$ cat src/hdl/ipvl_pkg.sv
package ipvl_pkg;

	localparam int ENTRIES   = 64;
	localparam int ADDR_BITS = 32;
	localparam int IDX_W     = $clog2(ENTRIES);
	localparam int LEN_W     = $clog2(ADDR_BITS + 1);
	localparam int VIEW_W    = 8;
	localparam int REQ_W     = 2;
	localparam int PLEN_W    = 6;
	localparam int ADDR_IN_W = 32;
	localparam int STAT_W    = 3;
	localparam int ENT_W     = ADDR_BITS + LEN_W + VIEW_W;

	localparam logic [REQ_W-1:0] REQ_LOOKUP = 2'd0;
	localparam logic [REQ_W-1:0] REQ_ADD    = 2'd1;
	localparam logic [REQ_W-1:0] REQ_DEL    = 2'd2;

	typedef enum logic [STAT_W-1:0] {
		STAT_OK       = 3'd0,
		STAT_DUP      = 3'd1,
		STAT_NOTFOUND = 3'd2,
		STAT_MISMATCH = 3'd3,
		STAT_FULL     = 3'd4,
		STAT_BADLEN   = 3'd5
	} status_t;

	typedef enum logic [1:0] {
		S_IDLE,
		S_SCAN,
		S_DRAIN,
		S_FINISH
	} state_t;

	function automatic logic [ADDR_BITS-1:0] len_mask(input logic [LEN_W-1:0] len);
		return ~({ADDR_BITS{1'b1}} >> len);
	endfunction

endpackage

$ cat src/hdl/ipvl_req_if.sv
interface ipvl_req_if;
	import ipvl_pkg::*;

	logic                 valid;
	logic                 ready;
	logic [REQ_W-1:0]     req_type;
	logic [ADDR_IN_W-1:0] address;
	logic [PLEN_W-1:0]    prefix_len;
	logic [VIEW_W-1:0]    view_id;

	modport source (output valid, output req_type, output address, output prefix_len,
		output view_id, input ready);
	modport sink (input valid, input req_type, input address, input prefix_len,
		input view_id, output ready);

endinterface

$ cat src/hdl/ipvl_rsp_if.sv
interface ipvl_rsp_if;
	import ipvl_pkg::*;

	logic              valid;
	logic              ready;
	logic [STAT_W-1:0] status;
	logic              found;
	logic [VIEW_W-1:0] result_view;

	modport source (output valid, output status, output found, output result_view,
		input ready);
	modport sink (input valid, input status, input found, input result_view,
		output ready);

endinterface

$ cat src/hdl/ipvl_ram.sv
module ipvl_ram #(
	parameter int WIDTH = 8,
	parameter int DEPTH = 16
) (
	input  logic                     clk,
	input  logic                     we,
	input  logic [$clog2(DEPTH)-1:0] waddr,
	input  logic [WIDTH-1:0]         wdata,
	input  logic                     re,
	input  logic [$clog2(DEPTH)-1:0] raddr,
	output logic [WIDTH-1:0]         rdata
);

	logic [WIDTH-1:0] mem [DEPTH];

	always_ff @(posedge clk) begin
		if (we) begin
			mem[waddr] <= wdata;
		end
		if (re) begin
			rdata <= mem[raddr];
		end
	end

endmodule

$ cat src/hdl/ipv4_prefix_view_lookup.sv
// Lookup, add and delete scan all ENTRIES slots through one RAM read port and one
// shared masked compare, then a drain state and a finish state load the result.
// The block takes the next request in the cycle after the result is loaded; bad
// length add and delete requests and unknown requests skip the scan and go to the
// finish state. A stalled result holds the block.
// arst_n clears all valid marks and the control state; the entry RAM is not cleared.
module ipv4_prefix_view_lookup (
	input logic        clk,
	input logic        arst_n,
	ipvl_req_if.sink   req,
	ipvl_rsp_if.source rsp
);
	import ipvl_pkg::*;

	state_t state_q, state_d;

	logic [ENTRIES-1:0] entry_valid_q;

	logic [REQ_W-1:0]     req_q;
	logic [ADDR_BITS-1:0] key_q;
	logic [LEN_W-1:0]     len_q;
	logic [VIEW_W-1:0]    view_q;
	logic                 bad_len_q;

	logic [IDX_W-1:0] idx_q;
	logic             vld_s1;
	logic [IDX_W-1:0] idx_s1;
	logic             ev_s1;

	logic              found_q;
	logic [LEN_W-1:0]  best_len_q;
	logic [VIEW_W-1:0] best_view_q;
	logic              hit_q;
	logic [IDX_W-1:0]  hit_idx_q;
	logic [VIEW_W-1:0] hit_view_q;
	logic              free_q;
	logic [IDX_W-1:0]  free_idx_q;

	logic              out_vld_q;
	status_t           out_status_q;
	logic              out_found_q;
	logic [VIEW_W-1:0] out_view_q;

	logic                 in_acc;
	logic [ADDR_BITS-1:0] in_addr;
	logic [LEN_W-1:0]     in_len;
	logic                 in_bad_len;
	logic                 in_skip;

	logic             ram_re;
	logic             ram_we;
	logic [ENT_W-1:0] ram_wdata;
	logic [ENT_W-1:0] ram_rdata;

	logic [ADDR_BITS-1:0] ent_prefix;
	logic [LEN_W-1:0]     ent_len;
	logic [VIEW_W-1:0]    ent_view;
	logic                 cmp_eq;
	logic                 lk_take;
	logic                 ex_hit;

	logic    out_free;
	logic    fin_load;
	logic    del_clr;
	status_t fin_status;
	logic    fin_found;
	logic [VIEW_W-1:0] fin_view;

	assign in_acc     = req.valid && req.ready;
	assign in_addr    = req.address[ADDR_BITS-1:0];
	assign in_len     = req.prefix_len[LEN_W-1:0];
	assign in_bad_len = (req.prefix_len == '0) || (req.prefix_len > PLEN_W'(ADDR_BITS));
	assign in_skip    = !(req.req_type inside {REQ_LOOKUP, REQ_ADD, REQ_DEL})
		|| (in_bad_len && (req.req_type inside {REQ_ADD, REQ_DEL}));

	ipvl_ram #(
		.WIDTH(ENT_W),
		.DEPTH(ENTRIES)
	) u_ram (
		.clk  (clk),
		.we   (ram_we),
		.waddr(free_idx_q),
		.wdata(ram_wdata),
		.re   (ram_re),
		.raddr(idx_q),
		.rdata(ram_rdata)
	);

	assign ram_wdata  = {key_q, len_q, view_q};
	assign ent_prefix = ram_rdata[ENT_W-1 -: ADDR_BITS];
	assign ent_len    = ram_rdata[VIEW_W +: LEN_W];
	assign ent_view   = ram_rdata[VIEW_W-1:0];

	// shared compare: address or stored key masked to the entry's length
	assign cmp_eq  = vld_s1 && ev_s1 && ((key_q & len_mask(ent_len)) == ent_prefix);
	assign lk_take = cmp_eq && (!found_q || (ent_len > best_len_q));
	assign ex_hit  = cmp_eq && (ent_len == len_q);

	assign out_free = !out_vld_q || rsp.ready;

	always_comb begin
		state_d = state_q;
		case (state_q)
			S_IDLE: begin
				if (in_acc) begin
					state_d = in_skip ? S_FINISH : S_SCAN;
				end
			end
			S_SCAN: begin
				if (idx_q == IDX_W'(ENTRIES - 1)) begin
					state_d = S_DRAIN;
				end
			end
			S_DRAIN: begin
				state_d = S_FINISH;
			end
			S_FINISH: begin
				if (out_free) begin
					state_d = S_IDLE;
				end
			end
			default: begin
				state_d = S_IDLE;
			end
		endcase
	end

	always_comb begin
		req.ready  = (state_q == S_IDLE);
		ram_re     = (state_q == S_SCAN);
		fin_load   = (state_q == S_FINISH) && out_free;
		fin_found  = 1'b0;
		fin_view   = '0;
		fin_status = STAT_OK;
		case (req_q)
			REQ_LOOKUP: begin
				fin_found = found_q;
				fin_view  = found_q ? best_view_q : '0;
			end
			REQ_ADD: begin
				if (bad_len_q) begin
					fin_status = STAT_BADLEN;
				end else if (hit_q) begin
					fin_status = STAT_DUP;
				end else if (!free_q) begin
					fin_status = STAT_FULL;
				end
			end
			REQ_DEL: begin
				if (bad_len_q) begin
					fin_status = STAT_BADLEN;
				end else if (!hit_q) begin
					fin_status = STAT_NOTFOUND;
				end else if (hit_view_q != view_q) begin
					fin_status = STAT_MISMATCH;
				end
			end
			default: begin
				fin_status = STAT_NOTFOUND;
			end
		endcase
		ram_we  = fin_load && (req_q == REQ_ADD) && !bad_len_q && !hit_q && free_q;
		del_clr = fin_load && (req_q == REQ_DEL) && !bad_len_q && hit_q
			&& (hit_view_q == view_q);
	end

	always_ff @(posedge clk or negedge arst_n) begin
		if (!arst_n) begin
			state_q       <= S_IDLE;
			entry_valid_q <= '0;
			idx_q         <= '0;
			vld_s1        <= 1'b0;
			found_q       <= 1'b0;
			hit_q         <= 1'b0;
			free_q        <= 1'b0;
			out_vld_q     <= 1'b0;
		end else begin
			state_q <= state_d;
			vld_s1  <= ram_re;
			if (in_acc) begin
				idx_q   <= '0;
				found_q <= 1'b0;
				hit_q   <= 1'b0;
				free_q  <= 1'b0;
			end else begin
				if (ram_re) begin
					idx_q <= idx_q + IDX_W'(1);
				end
				if (lk_take) begin
					found_q <= 1'b1;
				end
				if (ex_hit) begin
					hit_q <= 1'b1;
				end
				if (vld_s1 && !ev_s1) begin
					free_q <= 1'b1;
				end
			end
			if (ram_we) begin
				entry_valid_q[free_idx_q] <= 1'b1;
			end
			if (del_clr) begin
				entry_valid_q[hit_idx_q] <= 1'b0;
			end
			if (fin_load) begin
				out_vld_q <= 1'b1;
			end else if (rsp.ready) begin
				out_vld_q <= 1'b0;
			end
		end
	end

	always_ff @(posedge clk) begin
		idx_s1 <= idx_q;
		ev_s1  <= entry_valid_q[idx_q];
		if (in_acc) begin
			req_q     <= req.req_type;
			key_q     <= (req.req_type == REQ_LOOKUP) ? in_addr : (in_addr & len_mask(in_len));
			len_q     <= in_len;
			view_q    <= req.view_id;
			bad_len_q <= in_bad_len;
		end
		if (lk_take) begin
			best_len_q  <= ent_len;
			best_view_q <= ent_view;
		end
		if (ex_hit) begin
			hit_idx_q  <= idx_s1;
			hit_view_q <= ent_view;
		end
		if (vld_s1 && !ev_s1 && !free_q) begin
			free_idx_q <= idx_s1;
		end
		if (fin_load) begin
			out_status_q <= fin_status;
			out_found_q  <= fin_found;
			out_view_q   <= fin_view;
		end
	end

	assign rsp.valid       = out_vld_q;
	assign rsp.status      = out_status_q;
	assign rsp.found       = out_found_q;
	assign rsp.result_view = out_view_q;

`ifndef ASSERT_OFF
	a_busy_after_transfer: assert property (@(posedge clk) disable iff (!arst_n)
		in_acc |=> !req.ready)
		else $error("request taken while previous request in progress");

	a_add_sets_valid: assert property (@(posedge clk) disable iff (!arst_n)
		ram_we |=> entry_valid_q[$past(free_idx_q)])
		else $error("added entry not marked valid");

	a_del_clears_valid: assert property (@(posedge clk) disable iff (!arst_n)
		del_clr |=> !entry_valid_q[$past(hit_idx_q)])
		else $error("deleted entry still valid");

	a_no_dup_entries: assert property (@(posedge clk) disable iff (!arst_n)
		(ex_hit && !in_acc) |-> !hit_q)
		else $error("two valid entries hold the same prefix");
`endif

endmodule
$ cat src/flat_wrapper.sv
// flat-port wrapper written by rule: the top's interface ports become plain ports
module ipv4_prefix_view_lookup_flat import ipvl_pkg::*;
  (clk, arst_n, req_valid, req_req_type, req_address, req_prefix_len, req_view_id, req_ready, rsp_valid, rsp_status, rsp_found, rsp_result_view, rsp_ready);
  ipvl_req_if req_i ();
  ipvl_rsp_if rsp_i ();
  input logic clk;
  input logic arst_n;
  input wire logic [$bits(req_i.valid)-1:0] req_valid;
  input wire logic [$bits(req_i.req_type)-1:0] req_req_type;
  input wire logic [$bits(req_i.address)-1:0] req_address;
  input wire logic [$bits(req_i.prefix_len)-1:0] req_prefix_len;
  input wire logic [$bits(req_i.view_id)-1:0] req_view_id;
  output wire logic [$bits(req_i.ready)-1:0] req_ready;
  output wire logic [$bits(rsp_i.valid)-1:0] rsp_valid;
  output wire logic [$bits(rsp_i.status)-1:0] rsp_status;
  output wire logic [$bits(rsp_i.found)-1:0] rsp_found;
  output wire logic [$bits(rsp_i.result_view)-1:0] rsp_result_view;
  input wire logic [$bits(rsp_i.ready)-1:0] rsp_ready;
  assign req_i.valid = req_valid;
  assign req_i.req_type = req_req_type;
  assign req_i.address = req_address;
  assign req_i.prefix_len = req_prefix_len;
  assign req_i.view_id = req_view_id;
  assign req_ready = req_i.ready;
  assign rsp_valid = rsp_i.valid;
  assign rsp_status = rsp_i.status;
  assign rsp_found = rsp_i.found;
  assign rsp_result_view = rsp_i.result_view;
  assign rsp_i.ready = rsp_ready;
  ipv4_prefix_view_lookup u_core (.clk(clk), .arst_n(arst_n), .req(req_i), .rsp(rsp_i));
endmodule
$ cat config.mk
export PLATFORM = sky130hd
export DESIGN_NAME = ipv4_prefix_view_lookup_flat
export DESIGN_NICKNAME = d
export VERILOG_FILES = /design/src/hdl/ipvl_pkg.sv /design/src/hdl/ipvl_req_if.sv /design/src/hdl/ipvl_rsp_if.sv /design/src/hdl/ipvl_ram.sv /design/src/hdl/ipv4_prefix_view_lookup.sv /design/src/flat_wrapper.sv
export SDC_FILE = /design/constraint.sdc
export NUM_CORES = 2
export LEC_CHECK = 0
export BUFFER_PORTS_ARGS = -buffer_cell sky130_fd_sc_hd__buf_2
export CAP_MARGIN = 25
export CORE_MARGIN = 2
export CORE_UTILIZATION = 50
export DETAILED_ROUTE_END_ITERATION = 12
export HOLD_SLACK_MARGIN = 0.03
export MAX_ROUTING_LAYER = met4
export PLACE_DENSITY_LB_ADDON = 0.1
export SYNTH_ARGS = -nofsm -noshare
export SYNTH_HDL_FRONTEND = slang
export SYNTH_SLANG_ARGS = --single-unit
$ cat constraint.sdc
create_clock -name clk -period 4.8 [get_ports clk]
set_clock_uncertainty 0.05 [all_clocks]
set_input_delay 0.96 -clock clk [delete_from_list [all_inputs] [get_ports clk]]
set_output_delay 0.96 -clock clk [all_outputs]
set_load 0.1 [all_outputs]
==> impl_metrics.yaml <==
clock_tree:
  post_cts_resized: 0
  clock-sinks: 3169
  h-tree-depth: 5
  clk_pin_slew_worst_paths_ns: 0.07
  clockRootBuffer: "clkbuf_16"
  worstSkewPairLatency_ns: 0.93
  numCtsBuffers: 337
  cts_tree: "built"
  clk_path_buf_depth: 4
cells_and_area:
  drive_gt1_share_pct: 32.9
  post-route-util_pct: 57.6
  syn2layout_area_growth_pct: 14.4
  final_nets: 5455
synthesis:
  synthTopCellsByArea: "edfxtp_1 (76%), mux4_2 (18%), dfrtp_1 (1.6%)"
  synthArstFlopShare_pct: 2.43
  synth-simple-area-share_pct: 1.32
  ys_seq_area_share_pct: 77.9
  synth_top_family_by_area: "multiplexers"
  synth-edff-count: 3085
  syn_area_per_cell_um2: 24.4
  synth_cell_types: 63
  synth_commonest_cells: "edfxtp_1 (3085), mux4_2 (987), clkbuf_1 (167)"
  synthFlopType: "edfxtp_1"
  syn_inst: 4972
  synth_mux_area_share_pct: 18.3
  synthAdderAreaFrac_pct: 0.134
  syn_nets: 5037
  synth_xor_area_share_pct: 0.223
  synth_top_cell_by_area: "edfxtp_1"
  post-synth-top-area-fraction_pct: 76.2
  synth_area_mm2: 0.122
  synth_compound_area_share_pct: 1.08
  yosysMostFrequentCell: "edfxtp_1"
  ys_ff_latch: 3169
  yosysWarningCount: 0
job:
  cap_violations: 0
worst_setup_path:
  critical_path.max_stage_delay_ns: 0.90
  crit_chain: "buf_12, buf_4, mux4_2, mux4_2, mux4_2"
  crit_slowest_cell: "dfrtp_4"
  path_class: "reg -> reg"
  r2r_cells: 5
  path_max_fanout: 35
  worstPathRequired_ns: 5.33
  setup.worst_path.end_class: "flip-flop"
  crit_path_start_kind: "flip-flop"
  path_common_cell: "mux4_2"
  crit_arrival_ns: 4.29
detailed_routing:
  first_pass_iters: 6
  num_vias: 58419
  remaining_drc_errors: 0
  vias_per_cell: 6.62
  drt_iter0_markers: 8565
  post_drt_wl_per_cell_um: 39.2
  wirelength_um: 346000
  ant_nets: 0
outcome:
  status: "completed"
min_path:
  holdPathStages: 1
  hold_class: "in -> reg"
timing:
  finalSetupViolCount: 0
  fin_crit_sh_pct: 78.3
  worst_slew_pin_slew_ns: 1.13
  slew_viol_final: 0
  period_needed_ns: 3.76
  clock.fmax_ghz: 0.266
  relSlewSlack_pct: 24.8
  rsz0062_at_grt: "false"
  hold_viol_final: 0
  timing.setup.tns_ns: 0
global_routing:
  grt_pass1_wl_um: 477000
  grt_start_max_net_pins: 95
  grt_pass1_vias: 57854
  grt_antenna_before_repair: 14
  track_usage_pct: 28.9
  grt.overflow.total: 0
die:
  rows: 180
  die_w_um: 497
  fp.coreArea_mm2: 0.241
  dieArea_mm2: 0.247
  die_h_um: 497
  initial_core_util_pct: 50.4
  io_pins: 66
power_and_ir_drop:
  peakVddDrop_mv: 0.377
  cellPowerDensity_mw_per_mm2: 544
  leakage_nw: 42.9
placed_design:
  port_buffers: 65
  gp_congestion: 0.892
  hpwl_um: 184000
==> layout by cell type, fill, tap and decap left out, types with 9 or more instances in the layout <==
cell / count
edfxtp_1: 3085
mux4_2: 987
clkbuf_16: 346
buf_4: 168
buf_12: 101
clkbuf_1: 75
dfrtp_1: 71
buf_2: 67
a2bb2oi_1: 66
clkinv_1: 65
nor2_4: 64
clkinv_2: 56
nand2_1: 44
nor2_1: 31
nor2b_1: 29
o21ai_0: 28
bufinv_16: 26
inv_1: 24
a21boi_0: 21
xor2_1: 20
and2_1: 19
nand3_1: 17
a21oi_1: 17
nand4_1: 15
nor4_1: 12
ha_1: 12
xnor2_1: 11
nand2b_1: 11
nor3_1: 10
nor3b_1: 9
clkinvlp_4: 9
==> per-layer routing <==
layer | up-vias | global-route usage, % | wire length (um)
met2 | 2861 | 43.0 | 163000
met1 | 32596 | 42.3 | 145000
met4 | 0 | 7.85 | 10200
met5 | - | - | 0
li1 | 22406 | - | -
met3 | 556 | 4.63 | 28600
==> worst paths after layout <==
path | end | slack, ns | from
worst min register to register | u_core.hit_idx_q[5] | 0.38 | u_core.idx_s1[5]
worst min-delay path | u_core.view_q[0] | 0.17 | req_view_id[0]
max in group asynchronous | u_core.entry_valid_q[37] | 3.59 | arst_n
worst max register to register | u_core.u_ram.rdata[31] | 1.04 | u_core.idx_q[1]
worst max-delay path | u_core.u_ram.rdata[31] | 1.04 | u_core.idx_q[1]
min in group asynchronous | u_core.state_q[1] | 0.46 | arst_n
==> worst max-delay path: cells and delay by family (launching register included) <==
family	cells	cell delay (ns)
muxes	3	1.60
DFF	1	0.90
buffers and inverters	2	0.78
==> per-stage QoR <==
step           area, um^2  setup WS [ns]  std cells  power (W)  hold WS (ns)
2_1_floorplan      122000          0.406       4972     0.0452         0.295
3_3_place_gp       129000          0.745       8229     0.0514         0.364
3_5_place_dp       129000          0.848       8234     0.0515         0.365
4_1_cts            139000           1.03       8818     0.0762         0.107
5_1_grt            139000          0.935       8822     0.0780         0.129
6_report           139000           1.04       8825     0.0756         0.166
==> state kept, by name, summed over array words and instances, names as in the netlist, 6 cells and up <==
| register | cells |
|---|---|
| u_core.best_view_q | 8 |
| u_core.view_q | 8 |
| u_core.entry_valid_q | 64 |
| u_core.u_ram.rdata | 46 |
| u_core.hit_view_q | 8 |
| u_core.u_ram.mem | 2944 |
| u_core.free_idx_q | 6 |
| u_core.idx_s1 | 6 |
| u_core.hit_idx_q | 6 |
| u_core.key_q | 32 |
| u_core.rsp.result_view | 8 |
| u_core.idx_q | 6 |
| u_core.len_q | 6 |
| u_core.best_len_q | 6 |
==> cell type report <==
type / instances / area [um^2]
timing repair buffer: 340 / 3680
multi-input combinational: 1517 / 26100
clock buffer: 421 / 8940
fill: 17273 / 102000
tap: 3185 / 3990
antenna: 6 / 15.0
clock inverter: 162 / 1440
sequential: 3169 / 94700
inverter: 25 / 95.1
==> kinds of logic (layout without fill, tap and decap cells) <==
| family | count (synthesis) | after routing |
|---|---|---|
| xor gates and xnor gates | 31 | 31 |
| and+or+nand+nor | 308 | 308 |
| buffers and inverters | 286 | 948 |
| muxes | 990 | 990 |
| adders and majority gates | 13 | 13 |
| DFF | 3169 | 3169 |
| other | 0 | 6 |
| AOI/OAI and AO/OA | 175 | 175 |
==> power by group <==
part / switching (W) / internal [W] / leakage, nW / total (W)
Clock: 0.0103 / 0.0145 / 5.07 / 0.0249
Sequential: 0.000992 / 0.0319 / 28.9 / 0.0328
Combinational: 0.00939 / 0.00847 / 8.97 / 0.0179
==> repair_timing <==
item	in CTS	in global routing
hold endpoints to repair	22	0
buffers inserted	0	0
hold buffers	1	0
Note: power is estimated with default switching activity, not from simulation.
